==> config.mk <==
export PLATFORM = sky130hd
export DESIGN_NAME = npc_cell
export DESIGN_NICKNAME = d
export VERILOG_FILES = /design/src/hw/rtl/npc_pkg.sv /design/src/hw/rtl/npc_cell.sv
export SDC_FILE = /design/constraint.sdc
export NUM_CORES = 1
export LEC_CHECK = 0
export BUFFER_PORTS_ARGS = -buffer_cell sky130_fd_sc_hd__clkbuf_2
export CAP_MARGIN = 10
export CORE_ASPECT_RATIO = 1.2
export CORE_MARGIN = 3
export CORE_UTILIZATION = 35
export CTS_CLUSTER_SIZE = 25
export DETAILED_ROUTE_END_ITERATION = 12
export GPL_TIMING_DRIVEN = 0
export MAX_ROUTING_LAYER = met4
export PLACE_DENSITY = 0.76
export SETUP_SLACK_MARGIN = 0.05
export SKIP_LAST_GASP = 1
export SLEW_MARGIN = 0
export SYNTH_ARGS = -nofsm -noshare
export SYNTH_HDL_FRONTEND = slang
export SYNTH_SLANG_ARGS = --single-unit
==> constraint.sdc <==
create_clock -name i_clk -period 3.25 [get_ports i_clk]
set_input_delay 0.325 -clock i_clk [delete_from_list [all_inputs] [get_ports i_clk]]
set_output_delay 0.325 -clock i_clk [all_outputs]
set_load 0.01 [all_outputs]
==> src/hw/rtl/npc_pkg.sv <==
// Package for the nearest palette color unit: widths, codes, types and the
// default terminal palette. Used by the interfaces, the cell and the top level.
package npc_pkg;

    localparam int unsigned ENTRIES_DEFAULT = 256;
    localparam int unsigned COLOR_W         = 8;
    localparam int unsigned IDX_W           = 8;
    localparam int unsigned SQ_W            = 2 * COLOR_W;
    localparam int unsigned DIST_W          = SQ_W + 2;

    typedef logic [COLOR_W-1:0] t_color;
    typedef logic [IDX_W-1:0]   t_idx;
    typedef logic [SQ_W-1:0]    t_sq;
    typedef logic [DIST_W-1:0]  t_dist;

    typedef enum logic {
        CMD_WRITE = 1'b0,
        CMD_QUERY = 1'b1
    } t_cmd;

    typedef struct packed {
        t_color red;
        t_color green;
        t_color blue;
    } t_rgb;

    typedef struct packed {
        logic clear;
        logic feed;
        t_idx index;
    } t_dist_ctl;

    localparam t_rgb ANSI16 [16] = '{
        24'h000000, 24'hFF0000, 24'h00FF00, 24'hFFFF00,
        24'h0000FF, 24'hFF00FF, 24'h00FFFF, 24'hFFFFFF,
        24'h808080, 24'h800000, 24'h008000, 24'h808000,
        24'h000080, 24'h800080, 24'h008080, 24'hC0C0C0
    };

    localparam t_color CUBE_LEVEL [6] = '{8'd0, 8'd95, 8'd135, 8'd175, 8'd215, 8'd255};

    function automatic t_rgb default_entry(int unsigned index);
        t_rgb        rgb;
        int unsigned k;
        int unsigned v;
        k = 0;
        v = 0;
        if (index < 16) begin
            rgb = ANSI16[index[3:0]];
        end else if (index < 232) begin
            k         = index - 16;
            rgb.red   = CUBE_LEVEL[3'(k / 36)];
            rgb.green = CUBE_LEVEL[3'((k / 6) % 6)];
            rgb.blue  = CUBE_LEVEL[3'(k % 6)];
        end else begin
            v         = 8 + 10 * (index - 232);
            rgb.red   = COLOR_W'(v);
            rgb.green = COLOR_W'(v);
            rgb.blue  = COLOR_W'(v);
        end
        return rgb;
    endfunction

endpackage

==> src/hw/rtl/npc_cell.sv <==
// One palette cell of the ring: holds a single entry, loads on a write to its
// index, and takes its neighbor's entry on a shift. Depends on npc_pkg.
module npc_cell #(
    parameter int unsigned INDEX = 0
) (
    input  logic          i_clk,
    input  logic          i_rst_n,
    input  logic          i_shift,
    input  logic          i_wr,
    input  npc_pkg::t_idx i_wr_index,
    input  npc_pkg::t_rgb i_wr_rgb,
    input  npc_pkg::t_rgb i_next,
    output npc_pkg::t_rgb o_entry
);
    import npc_pkg::*;

    localparam t_rgb RESET_RGB = default_entry(INDEX);
    localparam t_idx MY_INDEX  = IDX_W'(INDEX);

    t_rgb r_entry;
    t_rgb n_entry;

    always_comb begin
        n_entry = r_entry;
        priority if (i_shift) begin
            n_entry = i_next;
        end else if (i_wr && (i_wr_index == MY_INDEX)) begin
            n_entry = i_wr_rgb;
        end else begin
            n_entry = r_entry;
        end
    end

    always_ff @(posedge i_clk) begin
        if (!i_rst_n) begin
            r_entry <= RESET_RGB;
        end else begin
            r_entry <= n_entry;
        end
    end

    assign o_entry = r_entry;
endmodule

==> reports/results.ini <==
[outcome]
status = completed

[cells_and_area]
final_util_pct = 52.3
area_delta_synth_final_pct = 39.5
layout.nets = 261
final_area_um2 = 1810
largest_reg_flops = 24
instances_no_fill = 237
drive_above_1_share_pct = 58.5
nFillCells = 317
final_cell_mix = 82 x clkbuf_2, 24 x mux2i_1, 24 x nor2_1, 24 x dfxtp_1, 20 x a221oi_2
final_common_cell = clkbuf_2
diodes = 0

[synth]
synth_cells = 114
synthesis.nets = 174
synth_top_area_share_pct = 37.1
synth_area_leader_cell = dfxtp_1
yosys_register_bits = 24
syn_area_um2 = 1290
ys_top_cells_by_area = dfxtp_1 37%, a221oi_2 23%, mux2i_1 19%, nor2_1 7.0%, buf_6 3.5%
yosys_warnings = 0
ys_seq_area_share_pct = 37.1
synth_cell_types = 14
avgSynthCellArea_um2 = 11.4

[power]
total_power_w = 0.000693
ir_drop_v = 0.000153
power_density_nw_per_um2 = 384
cellLeakagePower_nw = 0.910
power_frac_clock_pct = 29.0
p_sw_w = 0.000187
netSwitchingFraction_pct = 26.9
p_seq_share_pct = 47.2
internal_power_w = 0.000506
p_comb_share_pct = 23.8

[global_routing]
overflow = 0
grt_pass1_vias = 1171
grt_pass1_wl_um = 5000
antenna_found_initial = 0
grt_max_degree = 14
track_usage_pct = 15.0

[floorplanning]
start_util_pct = 37.5
rows = 23
io-pin-count = 84
chipHeight_um = 72.6
die_w_um = 61.5
core_um2 = 3450
dieArea_um2 = 4470

[min_path]
whs_endpoint = o_entry[7]
hold_depth = 3
min_from = i_wr_rgb[7]
holdCritPathClass = primary input to flop

[clock_tree]
post_cts_buffers = 0
ctsHoldBuffers = 0
cts_buffers = 3
cts_tree = built
cts.clk_slew.worst_paths_ns = 0.08
htree_levels = 1
clk_path_buf_depth = 2
clock_latency_ns = 0.26
cts_root_buffer = clkbuf_8
clock_sinks = 24
cts_resized = 0

[sta]
finalSetupViolations = 0
slew_viol_final = 0
tns_ns = 0
finalHoldViolations = 0
skew_ns = 0
tightestPinTransition_ns = 0.711
rsz0062_at_grt = false
relSlewSlack_pct = 52.6
post-route-period-util_pct = 39.1
fmax_ghz = 0.787
fin_crit_ns = 1.27

[routing]
viasPerCell = 5.13
drt_pre_antenna_iters = 4
routed_wl_um = 3250
drt_iter0_markers = 27
drt-met1-wl_um = 1400
wl_per_cell_um = 13.7
routed-wl-met2_um = 1530
ant_nets = 0
top_layer_used = met4
drc = 0
route.vias.total = 1216
met3_length_um = 301

[critical_path]
rrSetupSlack_ns = 2.50
crit_fanout = 10
path_class = primary input to flop
startpoint_type = primary input
crit_arrival_ns = 1.39
rr_worst_depth = 2
end_kind = flop
required_ns = 3.37
r2r_end = o_entry[21]
r2r-start = o_entry[21]

[placement]
gp_congestion = 0.723
io_buffer_count = 82
dp.cells = 233
place_hpwl_um = 2560
dpl_cell_area_um2 = 1750

[flow_run]
max_cap_violations = 0

==> worst max path at each step <==
stage,startpoint,endpoint
after floorplan,i_wr_index[1],o_entry[10]
after global placement,i_wr_index[1],o_entry[9]
final,i_wr_index[1],o_entry[16]
after CTS,i_wr_index[1],o_entry[13]
after global routing,i_wr_index[1],o_entry[8]
after detailed placement,i_wr_index[1],o_entry[9]
==> synthesized netlist by cell type <==
| master | count |
|---|---|
| nor2_1 | 24 |
| dfxtp_1 | 24 |
| a41o_2 | 1 |
| inv_1 | 2 |
| nor4_4 | 1 |
| a221oi_2 | 20 |
| buf_6 | 4 |
| mux2i_1 | 24 |
| nand4_4 | 1 |
| nor3_1 | 1 |
| buf_2 | 3 |
| buf_4 | 1 |
| a221oi_1 | 4 |
| clkbuf_1 | 4 |
==> metrics by stage <==
stage | hold slack [ns] | setup WS [ns]
floorplan | 0.543 | 1.89
global placement | 0.514 | 1.69
detailed placement | 0.527 | 1.69
CTS | 0.386 | 1.97
global route | 0.412 | 1.87
finish | 0.399 | 1.98
==> cell type report <==
cell class              count  area, µm²  share of cell area, %
inverters                   2       7.51                  0.416
repair buffers             82        410                   22.7
clock buffers               4       55.1                   3.05
multi-input cells          76        724                   40.1
plain buffers              12       82.6                   4.57
flip-flops and latches     24        480                   26.6
well taps                  37       46.3                   2.56
==> metal layers <==
metal | GRT usage, % | vias to the layer above
met4 | 4.25 | 0
met5 | - | -
met1 | 18.5 | 540
met2 | 24.7 | 65
li1 | - | 609
met3 | 2.83 | 2
==> worst max-delay path, stage by stage <==
cell,delay [ns]
clkbuf_2,0.08
nor3_1,0.37
a41o_2,0.35
buf_6,0.19
a221oi_2,0.07
==> power groups by stage <==
| stage | registers [W] | logic [W] | clock network, W |
|---|---|---|---|
| after floorplan | 0.000344 | 0.0000842 | 0 |
| after global placement | 0.000333 | 0.000164 | 0 |
| after detailed placement | 0.000334 | 0.000167 | 0 |
| after CTS | 0.000327 | 0.000167 | 0.000210 |
| after global routing | 0.000329 | 0.000183 | 0.000218 |
| final | 0.000327 | 0.000165 | 0.000201 |
==> cells by family after synthesis <==
group / Yosys count / synth area share, %
mux: 24 / 18.6
simple gates: 27 / 10.6
flops: 24 / 37.1
compound gates: 25 / 26.8
buf+inv: 14 / 6.96
Power figures use the tool's default switching activity.
