### config.mk
export PLATFORM = sky130hd
export DESIGN_NAME = npc_dist
export DESIGN_NICKNAME = d
export VERILOG_FILES = /design/src/hw/rtl/npc_pkg.sv /design/src/hw/rtl/npc_dist.sv
export SDC_FILE = /design/constraint.sdc
export NUM_CORES = 1
export LEC_CHECK = 0
export BUFFER_PORTS_ARGS = -buffer_cell sky130_fd_sc_hd__buf_2
export CORE_AREA = 3 3 139 141
export CTS_CLUSTER_SIZE = 20
export DETAILED_ROUTE_END_ITERATION = 10
export DIE_AREA = 0 0 142 144
export PLACE_DENSITY = 0.75
export SYNTH_ARGS = -nofsm -noshare
export SYNTH_HDL_FRONTEND = slang
export SYNTH_SLANG_ARGS = --single-unit
### constraint.sdc
create_clock -name i_clk -period 7.1 [get_ports i_clk]
set_clock_uncertainty 0.1 [all_clocks]
set_input_delay 1.065 -clock i_clk [delete_from_list [all_inputs] [get_ports i_clk]]
set_output_delay 1.065 -clock i_clk [all_outputs]
set_load 0.03 [all_outputs]
### src/hw/rtl/npc_pkg.sv
// Package for the nearest palette color unit: widths, codes, types and the
// default terminal palette. Used by the interfaces, the cell and the top level.
package npc_pkg;

    localparam int unsigned ENTRIES_DEFAULT = 256;
    localparam int unsigned COLOR_W         = 8;
    localparam int unsigned IDX_W           = 8;
    localparam int unsigned SQ_W            = 2 * COLOR_W;
    localparam int unsigned DIST_W          = SQ_W + 2;

    typedef logic [COLOR_W-1:0] t_color;
    typedef logic [IDX_W-1:0]   t_idx;
    typedef logic [SQ_W-1:0]    t_sq;
    typedef logic [DIST_W-1:0]  t_dist;

    typedef enum logic {
        CMD_WRITE = 1'b0,
        CMD_QUERY = 1'b1
    } t_cmd;

    typedef struct packed {
        t_color red;
        t_color green;
        t_color blue;
    } t_rgb;

    typedef struct packed {
        logic clear;
        logic feed;
        t_idx index;
    } t_dist_ctl;

    localparam t_rgb ANSI16 [16] = '{
        24'h000000, 24'hFF0000, 24'h00FF00, 24'hFFFF00,
        24'h0000FF, 24'hFF00FF, 24'h00FFFF, 24'hFFFFFF,
        24'h808080, 24'h800000, 24'h008000, 24'h808000,
        24'h000080, 24'h800080, 24'h008080, 24'hC0C0C0
    };

    localparam t_color CUBE_LEVEL [6] = '{8'd0, 8'd95, 8'd135, 8'd175, 8'd215, 8'd255};

    function automatic t_rgb default_entry(int unsigned index);
        t_rgb        rgb;
        int unsigned k;
        int unsigned v;
        k = 0;
        v = 0;
        if (index < 16) begin
            rgb = ANSI16[index[3:0]];
        end else if (index < 232) begin
            k         = index - 16;
            rgb.red   = CUBE_LEVEL[3'(k / 36)];
            rgb.green = CUBE_LEVEL[3'((k / 6) % 6)];
            rgb.blue  = CUBE_LEVEL[3'(k % 6)];
        end else begin
            v         = 8 + 10 * (index - 232);
            rgb.red   = COLOR_W'(v);
            rgb.green = COLOR_W'(v);
            rgb.blue  = COLOR_W'(v);
        end
        return rgb;
    endfunction

endpackage

### src/hw/rtl/npc_dist.sv
// Distance unit: squares the component differences of the ring head against
// the query color, then sums and keeps the first smallest. Depends on npc_pkg.
module npc_dist (
    input  logic              i_clk,
    input  logic              i_rst_n,
    input  npc_pkg::t_dist_ctl i_ctl,
    input  npc_pkg::t_rgb     i_query,
    input  npc_pkg::t_rgb     i_entry,
    output npc_pkg::t_idx     o_best_index
);
    import npc_pkg::*;

    function automatic t_color abs_diff(t_color a, t_color b);
        return (a > b) ? (a - b) : (b - a);
    endfunction

    t_color d_red;
    t_color d_green;
    t_color d_blue;
    t_dist  sum;

    t_sq   r_sq_red;
    t_sq   r_sq_green;
    t_sq   r_sq_blue;
    t_idx  r_sq_index;
    logic  r_sq_vld;
    t_dist r_best_dist;
    t_idx  r_best_index;

    assign d_red   = abs_diff(i_query.red,   i_entry.red);
    assign d_green = abs_diff(i_query.green, i_entry.green);
    assign d_blue  = abs_diff(i_query.blue,  i_entry.blue);

    assign sum = DIST_W'(r_sq_red) + DIST_W'(r_sq_green) + DIST_W'(r_sq_blue);

    always_ff @(posedge i_clk) begin
        r_sq_red   <= SQ_W'(d_red)   * SQ_W'(d_red);
        r_sq_green <= SQ_W'(d_green) * SQ_W'(d_green);
        r_sq_blue  <= SQ_W'(d_blue)  * SQ_W'(d_blue);
        r_sq_index <= i_ctl.index;
    end

    always_ff @(posedge i_clk) begin
        if (!i_rst_n) begin
            r_sq_vld     <= 1'b0;
            r_best_dist  <= '1;
            r_best_index <= '0;
        end else if (i_ctl.clear) begin
            r_sq_vld     <= 1'b0;
            r_best_dist  <= '1;
            r_best_index <= '0;
        end else begin
            r_sq_vld <= i_ctl.feed;
            if (r_sq_vld && (sum < r_best_dist)) begin
                r_best_dist  <= sum;
                r_best_index <= r_sq_index;
            end
        end
    end

    assign o_best_index = r_best_index;
endmodule

==> flow_summary.ini <==
[setup_path]
reg2reg_slack_ns = 2.26
setup.worst_path.start_class = input port
cp_slowest_stage_delay_ns = 0.60
crit_required_ns = 7.25
path_class = input port to flop
crit_slowest_cell = or4b_2
endpoint_kind = flop
r2r_start = r_sq_red[4]$_DFF_P_
r2r_end = r_best_dist[11]$_SDFFE_PP1P_
cp.arrival_ns = 6.93
crit_fanout = 7
crit_chain = buf_2 > inv_1 > ha_1 > inv_1 > fa_1 > nand3_1 > a21oi_1 > o41ai_4 > buf_4 > mux2i_2 > xnor2_2 > or2_1 > fa_1 > inv_1 > fa_1 > fa_1 > inv_1 > fa_1 > inv_1 > ha_1 > or2_2 > o22ai_1 > or4b_2 > o211ai_1
rr_worst_depth = 18

[clock_network]
cts_buffers = 9
clkSinkCount = 80
cts_max_level = 3
cts_tree = done
clock_latency_ns = 0.33
clock_path_buffers = 2
root_buffer = clkbuf_16
ctsHoldBuffers = 0
clk_pin_slew_ns = 0.06

[drt]
drt-total-wl_mm = 19.9
vias = 7955
drtPass1Iterations = 5
vias_per_cell = 5.30
wl_per_cell_um = 13.2
ant_nets = 0
drt_iter0_markers = 330
drc = 0

[global_routing]
grt_pass1_vias = 8035
grt_start_max_net_pins = 23
antenna_found_initial = 0
overflow = 0
grtUsageTotal_pct = 20.6
grt_pass1_wl_mm = 35.6

[logic_synthesis]
ys_seq_elements = 80
syn_avg_cell_area_um2 = 8.85
yosysSeqAreaShare_pct = 15.4
async_flop_share_pct = 0
ys_warn_count = 0
netlist_area_mm2 = 0.0104
yosys.cell_types.count = 77
synth_top_area_cell = ha_1
ys_top_cells_by_area = ha_1 20%, fa_1 19%, dfxtp_1 15%
synth_edf_count = 0
synth_top_area_share_pct = 20.0
ys.flop_type = dfxtp_1
syn_inst = 1171

[floorplanning]
io-pin-count = 68
coreArea_mm2 = 0.0181
floorplan.rows = 49
die_h_um = 144
die_area_mm2 = 0.0204
start_util_pct = 57.3
die_w_um = 142

[cells_and_area]
finalNonFillerCells = 1500
n_antenna_cell = 0
final_nets = 1589
syn2layout_area_growth_pct = 11.4
drive_above_1_share_pct = 13.7
final_util_pct = 63.8

[timing]
relSlewSlack_pct = 45.6
rsz0062_at_grt = no
period_needed_ns = 6.78
tightest_slew_ns = 0.796
finalHoldViolCount = 0
setup_viol = 0
maxSlewViolCount = 0
clock.fmax_mhz = 148
fin_ws_ns = 0.321
finalCritPeriodShare_pct = 95.5

[placement]
port_buffers = 67
pre_cts_slack_ns = -0.0714
dp.cells = 1484
place.gp.congestion = 0.899
dp_hpwl_mm = 16.6

[hold_path]
hold_depth = 2
min_to = o_best_index[5]$_SDFFE_PP0P_
hold_path_class = flop to flop
holdCritStartpoint = r_sq_index[5]$_DFF_P_

[run]
maxCapViolations = 0

[status]
status = completed
==> stage by stage <==
stage / setup TNS (ns) / cell area [µm²] / hold slack [ns]
2_1_floorplan: 0 / 10400 / 0.340
3_3_place_gp: 0 / 11200 / 0.350
3_5_place_dp: -0.0714 / 11200 / 0.361
4_1_cts: 0 / 11500 / 0.377
5_1_grt: 0 / 11500 / 0.388
6_report: 0 / 11500 / 0.370
==> sequential cells by signal, indices dropped and copies added (netlist names) <==
| register | cells |
|---|---|
| r_sq_index | 8 |
| r_sq_green | 15 |
| r_sq_red | 15 |
| r_best_dist | 18 |
| r_sq_vld | 1 |
| r_sq_blue | 15 |
| o_best_index | 8 |
==> worst max-delay path by stage <==
stage          startpoint  slack, ns               endpoint  cells after the start
2_1_floorplan  i_query[0]     0.0002  r_sq_blue[12]$_DFF_P_                     24
3_3_place_gp   i_query[0]       0.07  r_sq_blue[12]$_DFF_P_                     24
3_5_place_dp   i_query[0]      -0.07  r_sq_blue[12]$_DFF_P_                     24
4_1_cts        i_query[0]       0.28  r_sq_blue[12]$_DFF_P_                     24
5_1_grt        i_query[0]       0.01  r_sq_blue[12]$_DFF_P_                     26
6_report       i_query[0]       0.32  r_sq_blue[12]$_DFF_P_                     24
==> kinds of logic after synthesis <==
family | synth area share [%]
xor+xnor | 7.59
compound gates | 13.7
buf+inv | 9.48
other cells | 0.0724
mux | 3.28
fa+ha+maj | 38.8
flops | 15.4
simple gates | 11.7
==> worst max-delay path, delay by kind of cell <==
family,cells,cell delay [ns]
XOR/XNOR,1,0.12
adder cells (fa/ha/maj),7,2.86
multiplexers,1,0.31
AO/OA/AOI/OAI,4,0.69
AND/OR/NAND/NOR,4,1.28
buffers and inverters,7,0.60
==> cells in the final DEF, fill, tap and decap left out, types with 6 or more instances in the layout <==
| cell type | netlist | layout |
|---|---|---|
| and2_1 | 7 | 7 |
| or2_2 | 9 | 9 |
| a211oi_1 | 8 | 8 |
| nand2b_1 | 7 | 7 |
| a21o_1 | 28 | 28 |
| dfxtp_1 | 80 | 80 |
| nor3_1 | 16 | 16 |
| ha_1 | 166 | 166 |
| inv_1 | 220 | 220 |
| o21a_1 | 10 | 10 |
| fa_1 | 97 | 97 |
| o21bai_1 | 6 | 6 |
| o211ai_1 | 14 | 14 |
| xnor2_1 | 40 | 40 |
| a21oi_1 | 61 | 60 |
| or2_1 | 9 | 9 |
| nor2b_1 | 6 | 6 |
| a31oi_1 | 14 | 14 |
| xnor2_2 | 8 | 8 |
| nand4_1 | 11 | 11 |
| mux2i_1 | 27 | 26 |
| nor2_1 | 110 | 110 |
| clkbuf_16 | 0 | 9 |
| xor2_1 | 25 | 25 |
| nand3_1 | 8 | 8 |
| nand2_1 | 46 | 46 |
| o21ai_0 | 33 | 33 |
| buf_4 | 2 | 44 |
| buf_2 | 8 | 67 |
==> cell usage after synthesis (9+ instances only) <==
cell and n:
or2_2 9, nor3_1 16, dfxtp_1 80, clkbuf_1 13, mux2i_1 27, o21ai_0 33
a21oi_1 61, fa_1 97, xor2_1 25, o211ai_1 14, a21o_1 28, ha_1 166
o21a_1 10, nand4_1 11, or2_1 9, xnor2_1 40, nand2_1 46, inv_1 220
nor2_1 110, a31oi_1 14
==> cell type report <==
cell class / instances / area [µm²]
tap: 229 / 287
fill: 1518 / 6540
inverter: 223 / 837
clock inverter: 7 / 119
multi-input combinational: 841 / 7810
timing repair buffer: 111 / 666
sequential: 80 / 1600
clock buffer: 9 / 225
==> routing by layer <==
| metal | share of wire [%] | routed length, µm | GRT usage, % |
|---|---|---|---|
| met1 | 46 | 9100 | 27.2 |
| met2 | 49 | 9700 | 36.1 |
| met3 | 3.1 | 615 | 2.28 |
| met4 | 2.2 | 439 | 5.40 |
| met5 | 0 | 0 | 0 |
==> repair_timing <==
action                                  CTS  global route
resized for setup                         0             4
endpoints found under the setup margin    0             3
buffers inserted                          0             0
Power is not shown: default switching activity piles up to over one toggle a cycle in this logic, so the estimate is an artifact.
